`config.mk`:
```
export PLATFORM = sky130hd
export DESIGN_NAME = tick_time_of_day_keeper
export DESIGN_NICKNAME = d
export VERILOG_FILES = /design/src/ttod_pkg.sv /design/src/ttod_ctrl.sv /design/src/ttod_dp.sv /design/src/tick_time_of_day_keeper.sv
export SDC_FILE = /design/constraint.sdc
export NUM_CORES = 2
export LEC_CHECK = 0
export BUFFER_PORTS_ARGS = -buffer_cell sky130_fd_sc_hd__buf_2
export CAP_MARGIN = 25
export CORE_ASPECT_RATIO = 1.75
export CORE_MARGIN = 2
export CORE_UTILIZATION = 35
export CTS_CLUSTER_DIAMETER = 150
export DETAILED_ROUTE_END_ITERATION = 7
export GPL_TIMING_DRIVEN = 0
export PLACE_DENSITY = 0.6
export REMOVE_ABC_BUFFERS = 1
export SETUP_SLACK_MARGIN = 0.4
export SYNTH_ARGS = -nofsm -noshare
export SYNTH_HDL_FRONTEND = slang
export SYNTH_HIERARCHICAL = 1
export SYNTH_SLANG_ARGS = --single-unit
```
`constraint.sdc`:
```
create_clock -name clock -period 12 [get_ports clock]
set_input_delay 2.4 -clock clock [delete_from_list [all_inputs] [get_ports clock]]
set_output_delay 2.4 -clock clock [all_outputs]
set_load 0.03 [all_outputs]
```
`src/ttod_pkg.sv`:
```
`timescale 1ns / 1ps
// ----------------------------------------------------------------------------
// ttod_pkg: shared definitions for the tick time-of-day keeper
// Holds the tick rate, the derived conversion constants, the operation codes
// and the command bundle that the controller sends to the datapath.
// ----------------------------------------------------------------------------
package ttod_pkg;

   // Tick rate of the system timer, in ticks per second.
   localparam int unsigned TICKS_PER_SEC = 1000;

   localparam int unsigned USEC_PER_SEC  = 1000000;
   localparam int unsigned USEC_PER_TICK = USEC_PER_SEC / TICKS_PER_SEC;

   // Field widths.
   localparam int TICK_W   = 32;
   localparam int SEC_W    = 32;
   localparam int USEC_W   = 20;
   localparam int DELTA_W  = 16;
   localparam int UPTIME_W = 52;

   // Remainder of a tick count divided by the tick rate.
   localparam int REM_W = $clog2(TICKS_PER_SEC + 1);

   localparam logic [USEC_W-1:0] USEC_MAX      = USEC_W'(USEC_PER_SEC - 1);
   localparam logic [USEC_W-1:0] USEC_SEC      = USEC_W'(USEC_PER_SEC);
   localparam logic [USEC_W-1:0] USEC_TICK     = USEC_W'(USEC_PER_TICK);
   localparam logic [TICK_W-1:0] TPS_TICK      = TICK_W'(TICKS_PER_SEC);
   localparam logic [REM_W-1:0]  TPS_REM       = REM_W'(TICKS_PER_SEC);

   // Reciprocal of the tick rate scaled by 2^32; the quotient estimate it
   // gives is low by at most one.
   localparam logic [63:0] TWO_POW_32 = 64'h0000_0001_0000_0000;
   localparam logic [32:0] RECIP      = 33'(TWO_POW_32 / 64'(TICKS_PER_SEC));

   // Operation codes carried in the request sideband.
   typedef enum logic {
      OP_ADVANCE = 1'b0,
      OP_SET     = 1'b1
   } op_type;

   // One strobe per datapath step.
   typedef struct packed {
      logic accept;     // take the request and move the tick counter
      logic div_mul;    // elapsed ticks times reciprocal
      logic quot_mul;   // quotient estimate times tick rate
      logic correct;    // remainder correction
      logic usec_mul;   // remainder times microseconds per tick
      logic time_add;   // form current times and update the base
      logic up_mul;     // uptime seconds times one million
      logic out_load;   // load the result register
   } cmd_type;

endpackage

```
`src/ttod_ctrl.sv`:
```
`timescale 1ns / 1ps
// ----------------------------------------------------------------------------
// ttod_ctrl: sequencing controller
// Steps one request at a time through the datapath operations and owns the
// request ready and the result valid flag.
// ----------------------------------------------------------------------------
module ttod_ctrl
   import ttod_pkg::*;
(
   input  logic    clock,
   input  logic    reset,
   input  logic    req_tvalid,
   output logic    req_tready,
   output logic    rsp_tvalid,
   input  logic    rsp_tready,
   output cmd_type cmd
);

   typedef enum logic [7:0] {
      S_IDLE = 8'b0000_0001,
      S_DIV  = 8'b0000_0010,
      S_QUOT = 8'b0000_0100,
      S_CORR = 8'b0000_1000,
      S_USEC = 8'b0001_0000,
      S_ADD  = 8'b0010_0000,
      S_UPT  = 8'b0100_0000,
      S_DONE = 8'b1000_0000
   } state_type;

   state_type state_ff, state_in;
   logic      rsp_valid_ff, rsp_valid_in;

   assign req_tready = (state_ff == S_IDLE);
   assign rsp_tvalid = rsp_valid_ff;

   // Next state and step strobes.
   always_comb begin
      state_in = state_ff;
      cmd      = '0;
      case (state_ff)
         S_IDLE: begin
            if (req_tvalid) begin
               cmd.accept = 1'b1;
               state_in   = S_DIV;
            end
         end
         S_DIV: begin
            cmd.div_mul = 1'b1;
            state_in    = S_QUOT;
         end
         S_QUOT: begin
            cmd.quot_mul = 1'b1;
            state_in     = S_CORR;
         end
         S_CORR: begin
            cmd.correct = 1'b1;
            state_in    = S_USEC;
         end
         S_USEC: begin
            cmd.usec_mul = 1'b1;
            state_in     = S_ADD;
         end
         S_ADD: begin
            cmd.time_add = 1'b1;
            state_in     = S_UPT;
         end
         S_UPT: begin
            cmd.up_mul = 1'b1;
            state_in   = S_DONE;
         end
         S_DONE: begin
            // Wait until the result register is free or being emptied.
            if (!rsp_valid_ff || rsp_tready) begin
               cmd.out_load = 1'b1;
               state_in     = S_IDLE;
            end
         end
         default: begin
            state_in = S_IDLE;
         end
      endcase
   end

   // Result valid flag: set on load, cleared by a transfer.
   always_comb begin
      rsp_valid_in = rsp_valid_ff;
      if (cmd.out_load) begin
         rsp_valid_in = 1'b1;
      end else if (rsp_tready) begin
         rsp_valid_in = 1'b0;
      end
   end

   always_ff @(posedge clock) begin
      if (reset) begin
         state_ff     <= S_IDLE;
         rsp_valid_ff <= 1'b0;
      end else begin
         state_ff     <= state_in;
         rsp_valid_ff <= rsp_valid_in;
      end
   end

`ifndef SYNTH
   // A taken request always starts the division step next.
   assert property (@(posedge clock) disable iff (reset)
      cmd.accept |=> (state_ff == S_DIV))
      else $error("request accepted without starting the conversion");

   // The result register is never overwritten while it still holds a result.
   assert property (@(posedge clock) disable iff (reset)
      cmd.out_load |-> (!rsp_valid_ff || rsp_tready))
      else $error("result overwritten before its transfer");

   // Every accepted request reaches the output stage after its six steps.
   assert property (@(posedge clock) disable iff (reset)
      cmd.accept |-> ##7 (state_ff == S_DONE))
      else $error("conversion sequence did not reach the output stage");
`endif

endmodule

```
`src/ttod_dp.sv`:
```
`timescale 1ns / 1ps
// ----------------------------------------------------------------------------
// ttod_dp: tick counter, time base and conversion datapath
// Holds the tick counter and the base times, converts the ticks elapsed since
// the base into seconds and microseconds, and builds the result.
// ----------------------------------------------------------------------------
module ttod_dp
   import ttod_pkg::*;
(
   input  logic                clock,
   input  logic                reset,
   input  cmd_type             cmd,
   input  op_type              req_op,
   input  logic [DELTA_W-1:0]  req_ticks,
   input  logic [SEC_W-1:0]    req_utc_sec,
   input  logic [USEC_W-1:0]   req_utc_usec,
   output logic [TICK_W-1:0]   rsp_tick_now,
   output logic [SEC_W-1:0]    rsp_utc_sec_now,
   output logic [USEC_W-1:0]   rsp_utc_usec_now,
   output logic [UPTIME_W-1:0] rsp_uptime_usec
);

   typedef struct packed {
      logic [SEC_W-1:0]  sec;
      logic [USEC_W-1:0] usec;
   } tod_type;

   // Adds an elapsed time to a base time with the microsecond carry.
   function automatic tod_type add_time(tod_type base, logic [SEC_W-1:0] dsec,
                                        logic [USEC_W-1:0] dusec);
      logic [USEC_W:0] usum;
      tod_type         res;
      usum     = {1'b0, base.usec} + {1'b0, dusec};
      res.sec  = base.sec + dsec;
      res.usec = usum[USEC_W-1:0];
      if (usum >= {1'b0, USEC_SEC}) begin
         usum     = usum - {1'b0, USEC_SEC};
         res.usec = usum[USEC_W-1:0];
         res.sec  = res.sec + SEC_W'(1);
      end
      return res;
   endfunction

   // Architectural state.
   logic [TICK_W-1:0] tick_ff, base_tick_ff;
   tod_type           base_up_ff, base_utc_ff;

   // Request held for the duration of the conversion.
   op_type            op_ff;
   logic              flip_ff;
   tod_type           set_ff;

   // Conversion pipeline registers.
   logic [TICK_W-1:0]   delta_ff;
   logic [64:0]         prod_ff;
   logic [TICK_W-1:0]   quot_ff;
   logic [TICK_W-1:0]   qt_ff;
   logic [REM_W-1:0]    rem_ff;
   logic [USEC_W-1:0]   dusec_ff;
   tod_type             now_utc_ff, now_up_ff;
   logic [UPTIME_W-1:0] up_prod_ff;

   // Result register.
   logic [TICK_W-1:0]   out_tick_ff;
   tod_type             out_utc_ff;
   logic [UPTIME_W-1:0] out_up_ff;

   logic [TICK_W-1:0] tick_sum;
   logic [USEC_W-1:0] usec_sat;
   logic [63:0]       qt_full;
   logic [TICK_W-1:0] rem_raw;
   logic [31:0]       dusec_full;
   tod_type           utc_cur, up_cur;

   assign tick_sum   = tick_ff + TICK_W'(req_ticks);
   assign usec_sat   = (req_utc_usec > USEC_MAX) ? USEC_MAX : req_utc_usec;
   assign qt_full    = 64'(prod_ff[63:32]) * 64'(TPS_TICK);
   assign rem_raw    = delta_ff - qt_ff;
   assign dusec_full = 32'(rem_ff) * 32'(USEC_TICK);
   assign utc_cur    = add_time(base_utc_ff, quot_ff, dusec_ff);
   assign up_cur     = add_time(base_up_ff, quot_ff, dusec_ff);

   // Tick counter and time base.
   always_ff @(posedge clock) begin
      if (reset) begin
         tick_ff      <= '0;
         base_tick_ff <= '0;
         base_up_ff   <= '0;
         base_utc_ff  <= '0;
      end else begin
         if (cmd.accept && (req_op == OP_ADVANCE)) begin
            tick_ff <= tick_sum;
         end
         if (cmd.time_add) begin
            if (op_ff == OP_SET) begin
               base_up_ff   <= up_cur;
               base_utc_ff  <= set_ff;
               base_tick_ff <= tick_ff;
            end else if (flip_ff) begin
               base_up_ff   <= up_cur;
               base_utc_ff  <= utc_cur;
               base_tick_ff <= tick_ff;
            end
         end
      end
   end

   // Request capture and the conversion steps.
   always_ff @(posedge clock) begin
      if (cmd.accept) begin
         op_ff        <= req_op;
         flip_ff      <= (req_op == OP_ADVANCE) && (tick_sum[TICK_W-1] != tick_ff[TICK_W-1]);
         set_ff.sec   <= req_utc_sec;
         set_ff.usec  <= usec_sat;
      end
      if (cmd.div_mul) begin
         delta_ff <= tick_ff - base_tick_ff;
         prod_ff  <= 65'(tick_ff - base_tick_ff) * 65'(RECIP);
      end
      if (cmd.quot_mul) begin
         quot_ff <= prod_ff[63:32];
         qt_ff   <= qt_full[31:0];
      end
      if (cmd.correct) begin
         // The estimate is low by at most one quotient step.
         if (rem_raw >= TPS_TICK) begin
            quot_ff <= quot_ff + TICK_W'(1);
            rem_ff  <= REM_W'(rem_raw - TPS_TICK);
         end else begin
            rem_ff  <= REM_W'(rem_raw);
         end
      end
      if (cmd.usec_mul) begin
         dusec_ff <= dusec_full[USEC_W-1:0];
      end
      if (cmd.time_add) begin
         now_up_ff  <= up_cur;
         now_utc_ff <= (op_ff == OP_SET) ? set_ff : utc_cur;
      end
      if (cmd.up_mul) begin
         up_prod_ff <= UPTIME_W'(now_up_ff.sec) * UPTIME_W'(USEC_SEC);
      end
      if (cmd.out_load) begin
         out_tick_ff <= tick_ff;
         out_utc_ff  <= now_utc_ff;
         out_up_ff   <= up_prod_ff + UPTIME_W'(now_up_ff.usec);
      end
   end

   assign rsp_tick_now     = out_tick_ff;
   assign rsp_utc_sec_now  = out_utc_ff.sec;
   assign rsp_utc_usec_now = out_utc_ff.usec;
   assign rsp_uptime_usec  = out_up_ff;

`ifndef SYNTH
   // The corrected remainder is always below the tick rate.
   assert property (@(posedge clock) disable iff (reset)
      cmd.correct |=> (rem_ff < TPS_REM))
      else $error("tick remainder not below the tick rate");

   // Current times always hold a microsecond value within one second.
   assert property (@(posedge clock) disable iff (reset)
      cmd.time_add |=> ((now_up_ff.usec <= USEC_MAX) && (now_utc_ff.usec <= USEC_MAX)))
      else $error("microseconds out of range after the time add");
`endif

endmodule

```
`src/tick_time_of_day_keeper.sv`:
```
`timescale 1ns / 1ps
// ----------------------------------------------------------------------------
// tick_time_of_day_keeper: tick counter with uptime and UTC time of day
//
// Channel  Direction  Payload
// req      in         tdata: ticks, utc_sec, utc_usec; tuser: op
// rsp      out        tdata: tick_now, utc_sec_now, utc_usec_now, uptime_usec
//
// One request is handled at a time: a transfer on req starts six sequenced
// steps (the reciprocal multiply, the quotient times the tick rate, a remainder
// correction, the microsecond multiply, the time add and the uptime multiply),
// and the result is then loaded in a done state, which waits while the previous
// result is unread. req is ready again in the cycle the result appears.
// The result waits in its own register, so a stalled rsp holds the finished
// item while the next request is taken; a second result waits for the first.
// Reset is synchronous and clears the tick counter and the whole time base.
// ----------------------------------------------------------------------------
module tick_time_of_day_keeper
   import ttod_pkg::*;
(
   input  logic         clock,
   input  logic         reset,
   input  logic         req_tvalid,
   output logic         req_tready,
   input  logic [71:0]  req_tdata,   // ticks[15:0], utc_sec[47:16], utc_usec[67:48], zero
   input  logic         req_tuser,   // op[0]
   output logic         rsp_tvalid,
   input  logic         rsp_tready,
   // tick_now[31:0], utc_sec_now[63:32], utc_usec_now[83:64], uptime_usec[135:84]
   output logic [135:0] rsp_tdata
);

   cmd_type             cmd;
   op_type              req_op;
   logic [TICK_W-1:0]   tick_now;
   logic [SEC_W-1:0]    utc_sec_now;
   logic [USEC_W-1:0]   utc_usec_now;
   logic [UPTIME_W-1:0] uptime_usec;

   assign req_op = op_type'(req_tuser);

   // Step sequencing and handshakes.
   ttod_ctrl u_ctrl (
      .clock      (clock),
      .reset      (reset),
      .req_tvalid (req_tvalid),
      .req_tready (req_tready),
      .rsp_tvalid (rsp_tvalid),
      .rsp_tready (rsp_tready),
      .cmd        (cmd)
   );

   // Counter, base and conversion arithmetic.
   ttod_dp u_dp (
      .clock            (clock),
      .reset            (reset),
      .cmd              (cmd),
      .req_op           (req_op),
      .req_ticks        (req_tdata[15:0]),
      .req_utc_sec      (req_tdata[47:16]),
      .req_utc_usec     (req_tdata[67:48]),
      .rsp_tick_now     (tick_now),
      .rsp_utc_sec_now  (utc_sec_now),
      .rsp_utc_usec_now (utc_usec_now),
      .rsp_uptime_usec  (uptime_usec)
   );

   assign rsp_tdata = {uptime_usec, utc_usec_now, utc_sec_now, tick_now};

endmodule

```
# Word-level counts from Yosys, hierarchy flattened
# Index checks and enable logic that the tools add are counted.
word_totals:
  wordCells: 98
  mem_bits_rw: 0
  latch_bits: 0
  rom_bits: 0
  reg_bits: 701
  out_inout_bits: 138
  n_memories: 0
  input_bits: 77
classes:
  bitwise: 1
  reduce_logical: 8
  add_sub_neg: 15
  multipliers: 4
  div_mod_pow: 0
  n_lt_le_gt_ge: 4
  mux: 28
  n_shift: 0
  eq_ne: 11
op_table:
  columns: ["op", "count"]
  rows:
  - ["$mux 52", 7]
  - ["$mux 32", 5]
  - ["$add 32x1->32 const B", 3]
  - ["$mul 65x23->64 const B", 1]
  - ["$add 32x32->32", 2]
  - ["$pmux 8 s8", 1]
  - ["$sub 32x32->32", 2]
  - ["$add 52x20->52", 1]
  - ["$mul 32x14->46 const B", 1]
  - ["$add 20x20->21", 2]
  - ["$ge 21x20->1 const B", 2]
  - ["$sub 20x20->20 const B", 2]
  - ["$sub 32x32->33", 1]
  - ["$add 32x16->32", 1]
  - ["$ge 32x10->1 const B", 1]
  - ["$mul 32x7->29 const B", 1]
  - ["$gt 20x20->1 const B", 1]
  - ["$mul 10x7->17 const B", 1]
  - ["$mux 8", 2]
  - ["$mux 1", 12]
  - ["$mux 10", 1]
  - ["$sub 10x10->10 const B", 1]
  - ["$eq 8x1->1 const B", 1]
  - ["$eq 8x2->1 const B", 1]
  - ["15 further kinds", 18]

# Depth between registers and ports, before layout
depth:
  word_depth: 5
  depth_mapped: 39
  mapped_depth_nobuf: 38

# Cells and area by module
# Netlist, hierarchy kept.
modules_own_cells:
  columns: ["mod", "area_each_um2", "cells_each", "instances", "seq_area_each_um2"]
  rows:
  - ["ttod_dp", 58487.3, 5712, 1, 17366.7]
  - ["ttod_ctrl", 486.7, 50, 1, 180.2]

# Worst setup path after synthesis
# No wires, ideal clock.
synth_timing:
  path_type: "flip-flop to flip-flop"
  from: "register u_dp.tick_ff[0]"
  to: "register u_dp.prod_ff[56], data pin"
  t_required_ps: 11731
  setup_time_ps: 269
  period_less_slack_ps: 11534
  arrival_ps: 11265
  stages_incl_launch_ff: 36
  n_path_buf: 0
  slack_ps: 466
  cell_sequence: "dfxtp_1 inv_1 ha_1 inv_1 fa_1 a21o_1 a21oi_1 o21a_1 o311a_1 o21ai_0 a311o_1 a41o_1 or3_1 a31oi_1 ha_1 xor2_1 fa_1 ha_1 fa_1 fa_1 fa_1 inv_1 fa_1 inv_1 ha_1 and4_1 nand4_1 nor2_1 a21o_1 a2111oi_0 nor2_1 a2111oi_0 nor3_1 a211oi_1 o31ai_1 xor2_1"
synth_via:
  elab_chain_cells: 2
synth_rtl:
  columns: ["element", "line_no", "source"]
  rows:
  - ["from (decl)", "ttod_dp.sv:45", "logic [TICK_W-1:0] tick_ff, base_tick_ff;"]
  - ["from (signal assigned)", "ttod_dp.sv:92", "tick_ff <= tick_sum;"]
  - ["$sub 32x32->33", "ttod_dp.sv:118", "prod_ff <= 65'(tick_ff - base_tick_ff) * 65'(RECIP);"]
  - ["$mul 65x23->64", "ttod_dp.sv:118", null]
  - ["to (signal assigned)", "ttod_dp.sv:118", null]
  - ["to (decl)", "ttod_dp.sv:55", "logic [64:0] prod_ff;"]
# Every way passes these cells.
# A chain may end at the register's enable or synchronous reset.

# Final worst setup path
layout_timing:
  from: "register u_dp.tick_ff[1]"
  to: "register u_dp.prod_ff[54], data pin"
# Same word-level chain as after synthesis.

==> impl_results.md <==
- Num Clock Sinks: 653
- Worst slew pin tran: roughly 1.1 ns
- Fin crit share: approximately nine tenths
- Flop2flop setup slack: 1.01 ns
- Die Height: 547.0 microns
- Origin of the critical flop-to-flop path: u_dp/tick_ff[1]
- Die ar.: 171,900 sq um
- WL final: 164.6 mm
- Post-synth EDFFs: between 400 and 500
- CTS Root Buffer Type: clkbuf_16
- First-pass GRT wire length: 253.0 mm
- CTS tree: yes
- Clock slew at reported path FFs: 0.07 ns
- Largest net degree at the start of global routing: 78
- Synth warnings: 6
- Area of the multi-input gates: 38,340 sq um
- Synthesized flop and latch total: 653
- CP max stage cell: o31ai_2
- Max Buffers Root-to-Sink: 3
- Max Cap Viol: 0
- Clk_skew: 0.03386 ns
- Max-slew violations: 0
- Die W: 314.3 microns
- Top FF cell, synth: edfxtp_1
- Worst EP required: 12.46 ns
- Initial Util: between 30% and 40%
- Status: finished clean
- Crit path buffers/inverters: 4
- Setup violators final: 0
- Post-synth design cell area: 58,970 sq um
- Worst setup EP type: flop
- Critical path peak fanout: 8
- DRT iter0 DRCs: 1,939
- Cells after synthesis: 5,762
- Most frequent cells in the layout: ha_1, inv_1, fa_1
- Worst skew pair latency: ~0.7 ns
- Crit-path leading delay family: adder cells
- CP dominant cell by count: ha_1
- Nets: slightly above 7,000
- Arrival @ worst endpoint: 11.46 ns
- GR Util All Layers: 19.07%
- Worst setup startpoint: u_dp/tick_ff[1]
- Drt drc: 0
- Aggregate global routing overflow: 0
- Final Hold Viols: 0
- Slew Limit Headroom: approximately 29%
- Sequential cell area fraction in the yosys report: between 20% and 30%
- Vias in the first global route: 45,170
- Final hold slack: 0.4157 ns
- Unrepaired setup endpoints after global routing: false
- Routed WL per cell: 20.01 microns
- Pre-Repair DR Iteration Count: 6
- CP Launch Type: flop
- Port Buffers: 207
- Filler cell count in the final layout: 16,370
- CTS H-tree lvls: 3
- Register area: roughly 18,000 sq um
- Via density: roughly 5.3
- GPL Wtd Cong: 0.9001
- Worst path max stage delay: 0.62 ns
- Row cnt: 199
- Avg Cell Area, Syn: 10.23 sq um
- Commonest non-fill, non-tap cell in the layout: ha_1
- Worst Hold Class: flop to flop
- Post-synthesis cell type count: 116
- Crit path kind: flop to flop
- Vias: 43,270
- Area growth syn-to-layout: 11.50%
- Final ANT Viol Nets: 0
- I/O pins: around 220
- Layout cell share with drive strength beyond 1: 8.782%
- Min-delay src: u_dp/now_utc_ff[25]
- CORE AREA: 167,600 sq um
- Min cycle time layout: 10.99 ns
- Fmax: between 90 and 100 MHz
- TritonCTS Buffers: 72
- Fraction of registers with async set/reset: 0%
- Post-DP HPWL: roughly 140 mm
- Antenna violations before repair: 4
-- final timing paths --
path / cells after the start / end
worst min-delay path: 0 / u_dp/rsp_utc_sec_now[5]
worst min register to register: 0 / u_dp/rsp_utc_sec_now[5]
worst max-delay path: 35 / u_dp/prod_ff[54]
worst max register to register: 35 / u_dp/prod_ff[54]
-- worst reg2reg max path: cells and delay by family, from the launching register on --
family	cells	cell delay, ns
buf+inv	4	0.60
xor+xnor	2	0.56
compound gates	11	3.51
flops	1	0.49
fa+ha+maj	9	3.91
simple gates	9	1.72
-- routing by layer --
layer  wire length, microns  up-vias  track usage (%)
met1                  57390    21430            18.54
met3                   4391      336            1.727
li1                       -    20650                -
met5                     13        -                0
met4                   9981        2            10.51
met2                  92820      847            38.48
-- logic make-up after synthesis --
kind of cell / count (synthesis) / synth area share [%]
compound gates: 1226 / 14.02
xor+xnor: 401 / 5.991
fa+ha+maj: 1212 / 32.12
buf+inv: 864 / 5.588
flops: 653 / 29.75
mux: 46 / 0.8189
other cells: 1 / 0.006359
simple gates: 1359 / 11.71
-- stage by stage --
| stage | setup WS, ns | utilization (%) | cell area, sq um | setup TNS, ns | cells |
|---|---|---|---|---|---|
| 6_report | 1.005 | 39.24 | 65750 | 0 | 8225 |
| 5_1_grt | 0.4053 | 39.24 | 65750 | 0 | 8224 |
| 4_1_cts | 0.4476 | 39.18 | 65650 | 0 | 8217 |
| 3_5_place_dp | -0.1265 | 37.70 | 63170 | -0.2341 | 8083 |
| 3_3_place_gp | -68.78 | 37.08 | 62130 | -9058.28 | 8022 |
| 2_1_floorplan | -17.12 | - | 58330 | -2068.99 | 5604 |
-- state kept, by name (all words and copies together) (netlist names), 10 cells and up --
| register | count |
|---|---|
| u_dp/delta_ff | 32 |
| u_dp/base_utc_ff | 52 |
| u_dp/base_up_ff | 49 |
| u_dp/rsp_utc_sec_now | 32 |
| u_dp/quot_ff | 32 |
| u_dp/qt_ff | 29 |
| u_dp/rsp_uptime_usec | 49 |
| u_dp/now_utc_ff | 52 |
| u_dp/tick_ff | 32 |
| u_dp/set_ff | 52 |
| u_dp/dusec_ff | 17 |
| u_dp/base_tick_ff | 32 |
| u_dp/prod_ff | 25 |
| u_dp/now_up_ff | 49 |
| u_dp/rsp_utc_usec_now | 20 |
| u_dp/rem_ff | 10 |
| u_dp/up_prod_ff | 46 |
| u_dp/rsp_tick_now | 32 |
-- layout make-up --
type / count / share of cell area, %
Antenna cell: 2 / 0.007611
Inverter: 704 / 4.019
Multi-Input combinational cell: 4248 / 58.31
Sequential cell: 653 / 26.69
Tap cell: 2211 / 4.207
Clock inverter: 50 / 0.7973
Clock buffer: 82 / 2.908
Timing Repair Buffer: 275 / 3.067
-- synthesized netlist by cell type, types with 19 or more instances --
master / n / area share, %
ha_1: 709 / 15
inv_1: 704 / 4.5
fa_1: 503 / 17
edfxtp_1: 447 / 23
nand2_1: 349 / 2.2
a21oi_1: 337 / 2.9
nor2_1: 312 / 2.0
xnor2_1: 251 / 3.7
dfxtp_1: 206 / 7.0
o21ai_0: 202 / 1.7
a21o_1: 165 / 2.1
xor2_1: 148 / 2.2
clkbuf_1: 127 / 0.81
nand3_1: 113 / 0.96
nor3_1: 87 / 0.74
o21a_1: 80 / 1.0
and3_1: 73 / 0.77
nand2b_1: 70 / 0.74
a211oi_1: 52 / 0.66
and2_1: 52 / 0.55
nand4_1: 48 / 0.51
nor2b_1: 41 / 0.43
or2_2: 39 / 0.41
a31oi_1: 38 / 0.40
o21bai_1: 35 / 0.45
nor4_1: 34 / 0.36
o31ai_1: 30 / 0.38
or3_1: 29 / 0.31
mux2i_1: 28 / 0.48
o211ai_1: 27 / 0.34
a221o_1: 24 / 0.41
o211a_1: 24 / 0.41
a211o_1: 21 / 0.31
buf_2: 21 / 0.18
o2111ai_1: 21 / 0.31
o41ai_1: 19 / 0.28
-- what timing repair did --
action | in CTS | in global routing
gates resized for setup | 3 | 5
gates cloned | 1 | 0
endpoints found under the setup margin | 10 | 13
setup buffers | 1 | 3
hold buffers | 0 | 0
pin swaps | 1 | 1
Power is not shown: default switching activity piles up to over one toggle a cycle in this logic, so the estimate is an artifact.
